--- src/design/lrj_pkg.sv ---
// ----------------------------------------------------------------------------
// lrj_pkg : shared types for the landmark range and Jacobian core
// Input and result beat structs, command codes and datapath widths.
// ----------------------------------------------------------------------------
package lrj_pkg;

  localparam int CoordW = 24;
  localparam int DiffW  = 25;
  localparam int SqW    = 50;
  localparam int SumW   = 52;
  localparam int RangeW = 25;
  localparam int JacW   = 16;
  localparam int NumW   = 41;  // |d| << 15 fits in 25+15 bits, one spare

  localparam logic CMD_LOAD = 1'b0;
  localparam logic CMD_EVAL = 1'b1;

  typedef struct packed {
    logic               command;
    logic [3:0]         slot;
    logic signed [23:0] coord_x;
    logic signed [23:0] coord_y;
    logic signed [23:0] coord_z;
  } in_beat_t;

  typedef struct packed {
    logic [3:0]         landmark_index;
    logic [24:0]        range_mm;
    logic signed [15:0] jac_x;
    logic signed [15:0] jac_y;
    logic signed [15:0] jac_z;
    logic               degenerate;
    logic               last;
  } out_beat_t;

  // Control between sequencer and shared divide/root unit
  typedef struct packed {
    logic start_sqrt;
    logic start_div;
  } unit_cmd_t;

endpackage

--- src/design/lrj_unit.sv ---
// ----------------------------------------------------------------------------
// lrj_unit : shared iterative root / divide unit
// Bit-serial restoring square root (26 steps) or divide (16 steps).
// ----------------------------------------------------------------------------
module lrj_unit
  import lrj_pkg::*;
(
  input  logic              clk,
  input  logic              rst,
  input  unit_cmd_t         cmd,
  input  logic [SumW-1:0]   radicand,
  input  logic [NumW-1:0]   numer,
  input  logic [RangeW-1:0] denom,
  output logic              busy,
  output logic [RangeW-1:0] root,
  output logic [16:0]       quot
);

  logic [SumW-1:0]   rem;        // sqrt remainder or divide partial remainder
  logic [SumW-1:0]   src;        // bits still to shift in
  logic [RangeW:0]   acc;        // root or quotient bits
  logic [5:0]        count;
  logic              mode_div;
  logic [RangeW-1:0] dvs;

  logic [SumW-1:0]   rem_sh;
  logic [SumW-1:0]   trial;
  logic              fits;

  always_comb begin
    if (mode_div) begin
      rem_sh = {rem[SumW-2:0], src[SumW-1]};
      trial  = {{(SumW-RangeW){1'b0}}, dvs};
    end else begin
      rem_sh = {rem[SumW-3:0], src[SumW-1:SumW-2]};
      trial  = {{(SumW-RangeW-2){1'b0}}, acc[RangeW-1:0], 2'b01};
    end
    fits = rem_sh >= trial;
  end

  always_ff @(posedge clk) begin
    if (rst) begin
      count <= '0;
    end else if (cmd.start_sqrt) begin
      count    <= 6'd26;
      mode_div <= 1'b0;
      rem      <= '0;
      src      <= radicand;
      acc      <= '0;
    end else if (cmd.start_div) begin
      count    <= 6'd16;
      mode_div <= 1'b1;
      rem      <= {{(SumW-RangeW){1'b0}}, numer[NumW-1:16]};
      src      <= {numer[15:0], {(SumW-16){1'b0}}};
      acc      <= '0;
      dvs      <= denom;
      // numerator high part is below denom, so 16 steps give the quotient
    end else if (count != 0) begin
      count <= count - 6'd1;
      rem   <= fits ? rem_sh - trial : rem_sh;
      acc   <= {acc[RangeW-1:0], fits};
      src   <= mode_div ? {src[SumW-2:0], 1'b0} : {src[SumW-3:0], 2'b00};
    end
  end

  assign busy = (count != 0);
  assign root = acc[RangeW-1:0];
  assign quot = acc[16:0];

endmodule

--- src/design/landmark_range_and_jacobian_core.sv ---
// ----------------------------------------------------------------------------
// landmark_range_and_jacobian_core : range and Jacobian row per landmark
// Landmark table, sequencer and one shared root/divide unit.
// ----------------------------------------------------------------------------
// Usage:
//   in channel  : in_valid / in_stall / in_data. command 0 loads a landmark
//                 (slot >= LANDMARK_COUNT is dropped), command 1 evaluates.
//   out channel : out_valid / out_stall / out_data, one beat per landmark in
//                 table order, last set on the final one.
// Sequence: a load writes the table while idle. Per landmark: table read,
//   difference, squaring and root start (one multiplier), square root,
//   then three divisions, one per axis, all on the one shared serial
//   unit, and presentation of the result. Division is skipped when the
//   range is zero.
// The core takes no new input beat until all results of the current one
//   are delivered. A result waits in the output register while out_stall
//   is high; the sequencer holds with it.
// Reset (rst, synchronous) returns the sequencer to idle; table contents
//   stay undefined until loaded.
// ----------------------------------------------------------------------------
module landmark_range_and_jacobian_core
  import lrj_pkg::*;
#(
  parameter int LANDMARK_COUNT = 4
)(
  input  logic      clk,
  input  logic      rst,
  input  logic      in_valid,
  output logic      in_stall,
  input  in_beat_t  in_data,
  output logic      out_valid,
  input  logic      out_stall,
  output out_beat_t out_data
);

  localparam int IdxW = (LANDMARK_COUNT > 1) ? $clog2(LANDMARK_COUNT) : 1;

  localparam logic [3:0] S_IDLE = 4'd0;
  localparam logic [3:0] S_DIFF = 4'd1;
  localparam logic [3:0] S_SQ   = 4'd2;
  localparam logic [3:0] S_ROOT = 4'd3;
  localparam logic [3:0] S_DIV  = 4'd4;
  localparam logic [3:0] S_OUT  = 4'd5;
  localparam logic [3:0] S_WAIT = 4'd6;

  logic [3:0] state;

  // landmark table: x,y,z packed
  logic [3*CoordW-1:0] table_mem [LANDMARK_COUNT];
  logic [3*CoordW-1:0] entry;

  in_beat_t                pos;
  logic [IdxW-1:0]         idx;
  logic signed [DiffW-1:0] d [3];
  logic [SumW-1:0]         sum;
  logic [1:0]              axis;
  logic [RangeW-1:0]       range;
  logic signed [JacW-1:0]  jac [3];
  logic                    started;

  unit_cmd_t         ucmd;
  logic              ubusy;
  logic [RangeW-1:0] uroot;
  logic [16:0]       uquot;
  logic [DiffW-1:0]  mag;
  logic signed [DiffW-1:0] dsel;
  logic signed [SqW-1:0]   sq;

  assign dsel = d[axis];
  assign mag  = dsel[DiffW-1] ? DiffW'(-dsel) : DiffW'(dsel);
  assign sq   = dsel * dsel;

  // zero range skips division entirely, so the unit is idle when we return
  always_comb begin
    ucmd.start_sqrt = (state == S_SQ) && (axis == 2'd3);
    ucmd.start_div  = (state == S_DIV) && !started && !ubusy && (range != '0);
  end

  lrj_unit u_unit (
    .clk      (clk),
    .rst      (rst),
    .cmd      (ucmd),
    .radicand (sum),
    .numer    ({1'b0, mag, 15'd0}),
    .denom    (range),
    .busy     (ubusy),
    .root     (uroot),
    .quot     (uquot)
  );

  assign in_stall = (state != S_IDLE);

  always_ff @(posedge clk) begin
    if (in_valid && !in_stall && in_data.command == CMD_LOAD &&
        {1'b0, in_data.slot} < 5'(LANDMARK_COUNT))
      table_mem[in_data.slot[IdxW-1:0]] <= {in_data.coord_x, in_data.coord_y,
                                            in_data.coord_z};
    entry <= table_mem[idx];
  end

  always_ff @(posedge clk) begin
    if (rst) begin
      state     <= S_IDLE;
      out_valid <= 1'b0;
      started   <= 1'b0;
    end else begin
      unique case (state)
        S_IDLE: begin
          if (in_valid && in_data.command == CMD_EVAL) begin
            pos   <= in_data;
            idx   <= '0;
            state <= S_WAIT;
          end
        end
        S_WAIT: state <= S_DIFF;  // table read registered
        S_DIFF: begin
          d[0] <= DiffW'($signed(entry[71:48])) - DiffW'(pos.coord_x);
          d[1] <= DiffW'($signed(entry[47:24])) - DiffW'(pos.coord_y);
          d[2] <= DiffW'($signed(entry[23:0]))  - DiffW'(pos.coord_z);
          sum  <= '0;
          axis <= 2'd0;
          state <= S_SQ;
        end
        S_SQ: begin
          if (axis == 2'd3) begin
            state <= S_ROOT;
          end else begin
            sum  <= sum + SumW'(unsigned'(sq));
            axis <= axis + 2'd1;
          end
        end
        S_ROOT: begin
          if (!ubusy) begin
            range   <= uroot;
            axis    <= 2'd0;
            started <= 1'b0;
            state   <= S_DIV;
          end
        end
        S_DIV: begin
          if (range == '0) begin
            jac[0] <= '0; jac[1] <= '0; jac[2] <= '0;
            state  <= S_OUT;
          end else if (!started) begin
            started <= 1'b1;
          end else if (!ubusy) begin
            started <= 1'b0;
            // q <= 32768; positive d gives -q, else q saturated at +32767
            if (!dsel[DiffW-1] && dsel != '0)
              jac[axis] <= JacW'(-uquot);
            else if (uquot[15] || uquot[16])
              jac[axis] <= 16'sh7fff;
            else
              jac[axis] <= JacW'(uquot);
            if (axis == 2'd2) state <= S_OUT;
            else axis <= axis + 2'd1;
          end
        end
        S_OUT: begin
          if (!out_valid) begin
            out_valid <= 1'b1;
            out_data.landmark_index <= 4'(idx);
            out_data.range_mm <= range;
            out_data.jac_x <= jac[0];
            out_data.jac_y <= jac[1];
            out_data.jac_z <= jac[2];
            out_data.degenerate <= (range == '0);
            out_data.last <= (32'(idx) == LANDMARK_COUNT - 1);
          end else if (!out_stall) begin
            out_valid <= 1'b0;
            if (32'(idx) == LANDMARK_COUNT - 1) begin
              state <= S_IDLE;
            end else begin
              idx   <= idx + 1'b1;
              state <= S_WAIT;
            end
          end
        end
        default: state <= S_IDLE;
      endcase
    end
  end

`ifndef SYNTHESIS
  a_no_input_when_busy: assert property (@(posedge clk) disable iff (rst)
    (state != S_IDLE) |-> in_stall) else $error("input taken while busy");
  a_out_only_in_out: assert property (@(posedge clk) disable iff (rst)
    out_valid |-> (state == S_OUT)) else $error("result outside output state");
  a_degen_zero: assert property (@(posedge clk) disable iff (rst)
    (out_valid && out_data.degenerate) |-> (out_data.jac_x == 0 &&
    out_data.jac_y == 0 && out_data.jac_z == 0)) else $error("degenerate jac");
  a_idle_unit: assert property (@(posedge clk) disable iff (rst)
    (state == S_IDLE) |-> !ubusy) else $error("unit busy while idle");
`endif

endmodule
--- config.mk ---
export PLATFORM = sky130hd
export DESIGN_NAME = landmark_range_and_jacobian_core
export DESIGN_NICKNAME = d
export VERILOG_FILES = /design/src/design/lrj_pkg.sv /design/src/design/lrj_unit.sv /design/src/design/landmark_range_and_jacobian_core.sv
export SDC_FILE = /design/constraint.sdc
export NUM_CORES = 2
export LEC_CHECK = 0
export ABC_AREA = 1
export CORE_MARGIN = 10
export CORE_UTILIZATION = 55
export CTS_CLUSTER_DIAMETER = 80
export DETAILED_ROUTE_END_ITERATION = 10
export DONT_BUFFER_PORTS = 1
export GPL_TIMING_DRIVEN = 0
export PLACE_DENSITY_LB_ADDON = 0.15
export SLEW_MARGIN = 15
export SYNTH_ARGS = -nofsm -noshare
export SYNTH_HDL_FRONTEND = slang
export SYNTH_SLANG_ARGS = --single-unit
--- constraint.sdc ---
create_clock -name clk -period 13.2 [get_ports clk]
set_input_delay 1.98 -clock clk [delete_from_list [all_inputs] [get_ports clk]]
set_output_delay 1.98 -clock clk [all_outputs]
set_load 0.01 [all_outputs]
==> results.md <==
- Post-synth EDFFs: 795
- CTS tree: built
- Wirelength, routed: around 190,000 microns
- Fraction of layout cells with a size suffix above 1: 0.04839
- Worst Skew: 0.07459 ns
- Post-CTS Setup Inserts: 0
- Routability cong.: 1.003
- Clk sinks: 880
- Total track usage: 0.2840
- Post-route DRC: 0
- Crit. End Element: register
- Required time of the critical path: 13.69 ns
- # rows: 124
- CP Max Fanout: 10
- Max-cap violations: 0
- IO Pins: 162
- Final Instance Area: slightly below 70,000 sq um
- Core ar.: 114,800 sq um
- Largest net degree at the start of global routing: ~80
- R2R setup slack: around 1.2 ns
- Total iterations of the first detailed-routing run: 8
- Remaining antenna violation count: 0
- RSZ-0062 raised after global routing: no
- H-tree levels: 3
- Crit-path max cell delay: 0.92 ns
- Antenna violations before repair: 4
- Die height: 360.8 microns
- Vias in the first global route: 48,010
- Syn Area/Cell: ~9.6 sq um
- Seq cells post-synth: 880
- Post-cts sizing count: 0
- Slew HR: 0.2140
- Iteration-0 DRC Markers: 4,096
- Syn Inst Count: 6,662
- Yosys warnings: 0
- First-pass GRT wire length: 283,500 microns
- Die Area: 130,100 sq um
- CTS buffer count: between 90 and 100
- Buffers on Ports: 0
- Area Growth Syn to Fin: 8.944%
- Fin crit share: 0.9055
- Crit path launch type: register
- Worst-skew pair later-pin latency: 0.71 ns
- Setup Total Neg Slack: 0 ns
- Most frequent CP cell: fa_1
- Global route overflow: 0
- Worst-path clk slew: 0.06 ns
- DR WL/cell: ~22 microns
- Most common flop cell mapped by yosys: edfxtp_1
- Nets: 7,825
- Initial Util: 0.5562
- Final Critical Period: 11.95 ns
- Clock root buffer: clkbuf_16
- Async S/R FF share, synth: 0
- Clock buffer depth: 3
- Fin. Hold Viols: 0
- Hold-fix buffers, CTS: 0
- Vias/cell: 5.600
- WS Path Type: reg -> reg
- Status: completed
- Post-Place Cell Area: approximately 66,000 sq um
- Total vias in the final route: between 40,000 and 50,000
- Hpwl dp: about 150,000 microns
- Register area share after synthesis: 0.4005
- Final Slew Violations: 0
- Die X: around 360 microns
- Final Setup Violations: 0
- Critical path's slowest cell: fa_1
- Worst-Margin Slew: 1.164 ns
- Hold crit path type: reg -> reg
- Commonest non-fill, non-tap cell in the layout: inv_1
- Min Hold Slack: 0.4167 ns
- Fmax: ~84 MHz
- Count of different cell masters after synthesis: 68
- Syn Std Cell Area: 63,860 sq um
- CP arrival: 12.44 ns
- Commonest non-fill, non-tap cells in the layout: inv_1, nand2_1, edfxtp_1
critical path: cells and delay by family (launching register included):
family                     cells  cell delay [ns]
AOI/OAI and AO/OA              9             1.98
buffers and inverters         10             2.83
adders and majority gates      9             5.12
and+or+nand+nor                8             1.23
xor gates and xnor gates       1             0.23
DFF                            1             0.32
layer usage:
layer  vias to the layer above  routed length [microns]  GRT usage  share of wire
met5                         -                       12          0       0.000065
met4                         2                     9014     0.1270          0.049
met3                       404                    13660    0.05019          0.074
met2                      1769                    88390     0.4751           0.48
met1                     23080                    74160     0.3601           0.40
li1                      21880                        -          -              -
worst paths after layout:
| kind | startpoint | end | depth (start not counted) |
|---|---|---|---|
| max | register | sum[50]$_SDFFCE_PN0P_ | 37 |
| min | jac[2][1]$_SDFFCE_PN0P_ | out_data[3]$_DFFE_PP_ | 0 |
| max reg2reg | register | sum[50]$_SDFFCE_PN0P_ | 37 |
| min reg2reg | jac[2][1]$_SDFFCE_PN0P_ | out_data[3]$_DFFE_PP_ | 0 |
cell usage after synthesis, types with 16 or more instances:
cell,n,area (sq um)
nand3_1,180,900.9
xor2_1,118,1033
edfxtp_1,795,23870
dfxtp_1,85,1702
o21bai_1,23,172.7
nor4_1,21,131.4
nand2_1,1035,3885
a31oi_1,27,168.9
o22ai_1,76,475.5
fa_1,608,12170
o21ai_0,433,2167
nor2_1,788,2958
a21o_1,29,217.7
inv_1,1198,4497
a21boi_0,16,120.1
ha_1,315,3941
buf_2,18,90.09
a21oi_1,339,1697
or2_1,16,100.1
o21ai_1,34,170.2
xnor2_1,62,543.0
buf_1,18,67.56
nand4_1,33,206.5
o21a_1,21,157.7
nor3_1,48,240.2
mux2i_1,49,490.5
clkbuf_1,124,465.5
kinds of logic (layout without fill, tap and decap cells):
group | count (synthesis) | after routing | share of synthesized area
xor gates and xnor gates | 180 | 180 | 0.02469
and+or+nand+nor | 2191 | 2191 | 0.1405
other | 1 | 5 | 0.00005872
buffers and inverters | 1395 | 1634 | 0.08427
DFF | 880 | 880 | 0.4005
muxes | 49 | 49 | 0.007680
AOI/OAI and AO/OA | 1043 | 1043 | 0.09007
adders and majority gates | 923 | 923 | 0.2523
per-stage QoR:
| step | setup slack (ns) | util | instances |
|---|---|---|---|
| after floorplan | 3.451 | - | 6663 |
| after global placement | -1.301 | 0.5728 | 8175 |
| after detailed placement | 1.623 | 0.5782 | 8236 |
| after CTS | 1.478 | 0.6059 | 8414 |
| after global routing | 0.9042 | 0.6059 | 8414 |
| final | 1.247 | 0.6060 | 8417 |
area by class of cell:
class | instances | area [sq um]
repair buffers | 61 | 558.0
fillers | 9975 | 45240
flip-flops and latches | 880 | 25570
diodes | 3 | 7.507
multi-input cells | 4388 | 32980
plain buffers | 180 | 819.5
well taps | 1512 | 1892
clock buffers | 113 | 2485
clock inverters | 65 | 693.2
inverters | 1215 | 4568
state kept, by name, summed over array words and instances (netlist names), 48 cells and up, named ones only:
register    count
d              75
entry          72
jac            48
out_data       77
pos            72
sum            52
table_mem     288
u_unit.rem     51
u_unit.src     52
Power is left out: the tool's default activity adds up to more than one toggle a clock period on the data nets, which glitch-free logic cannot reach.
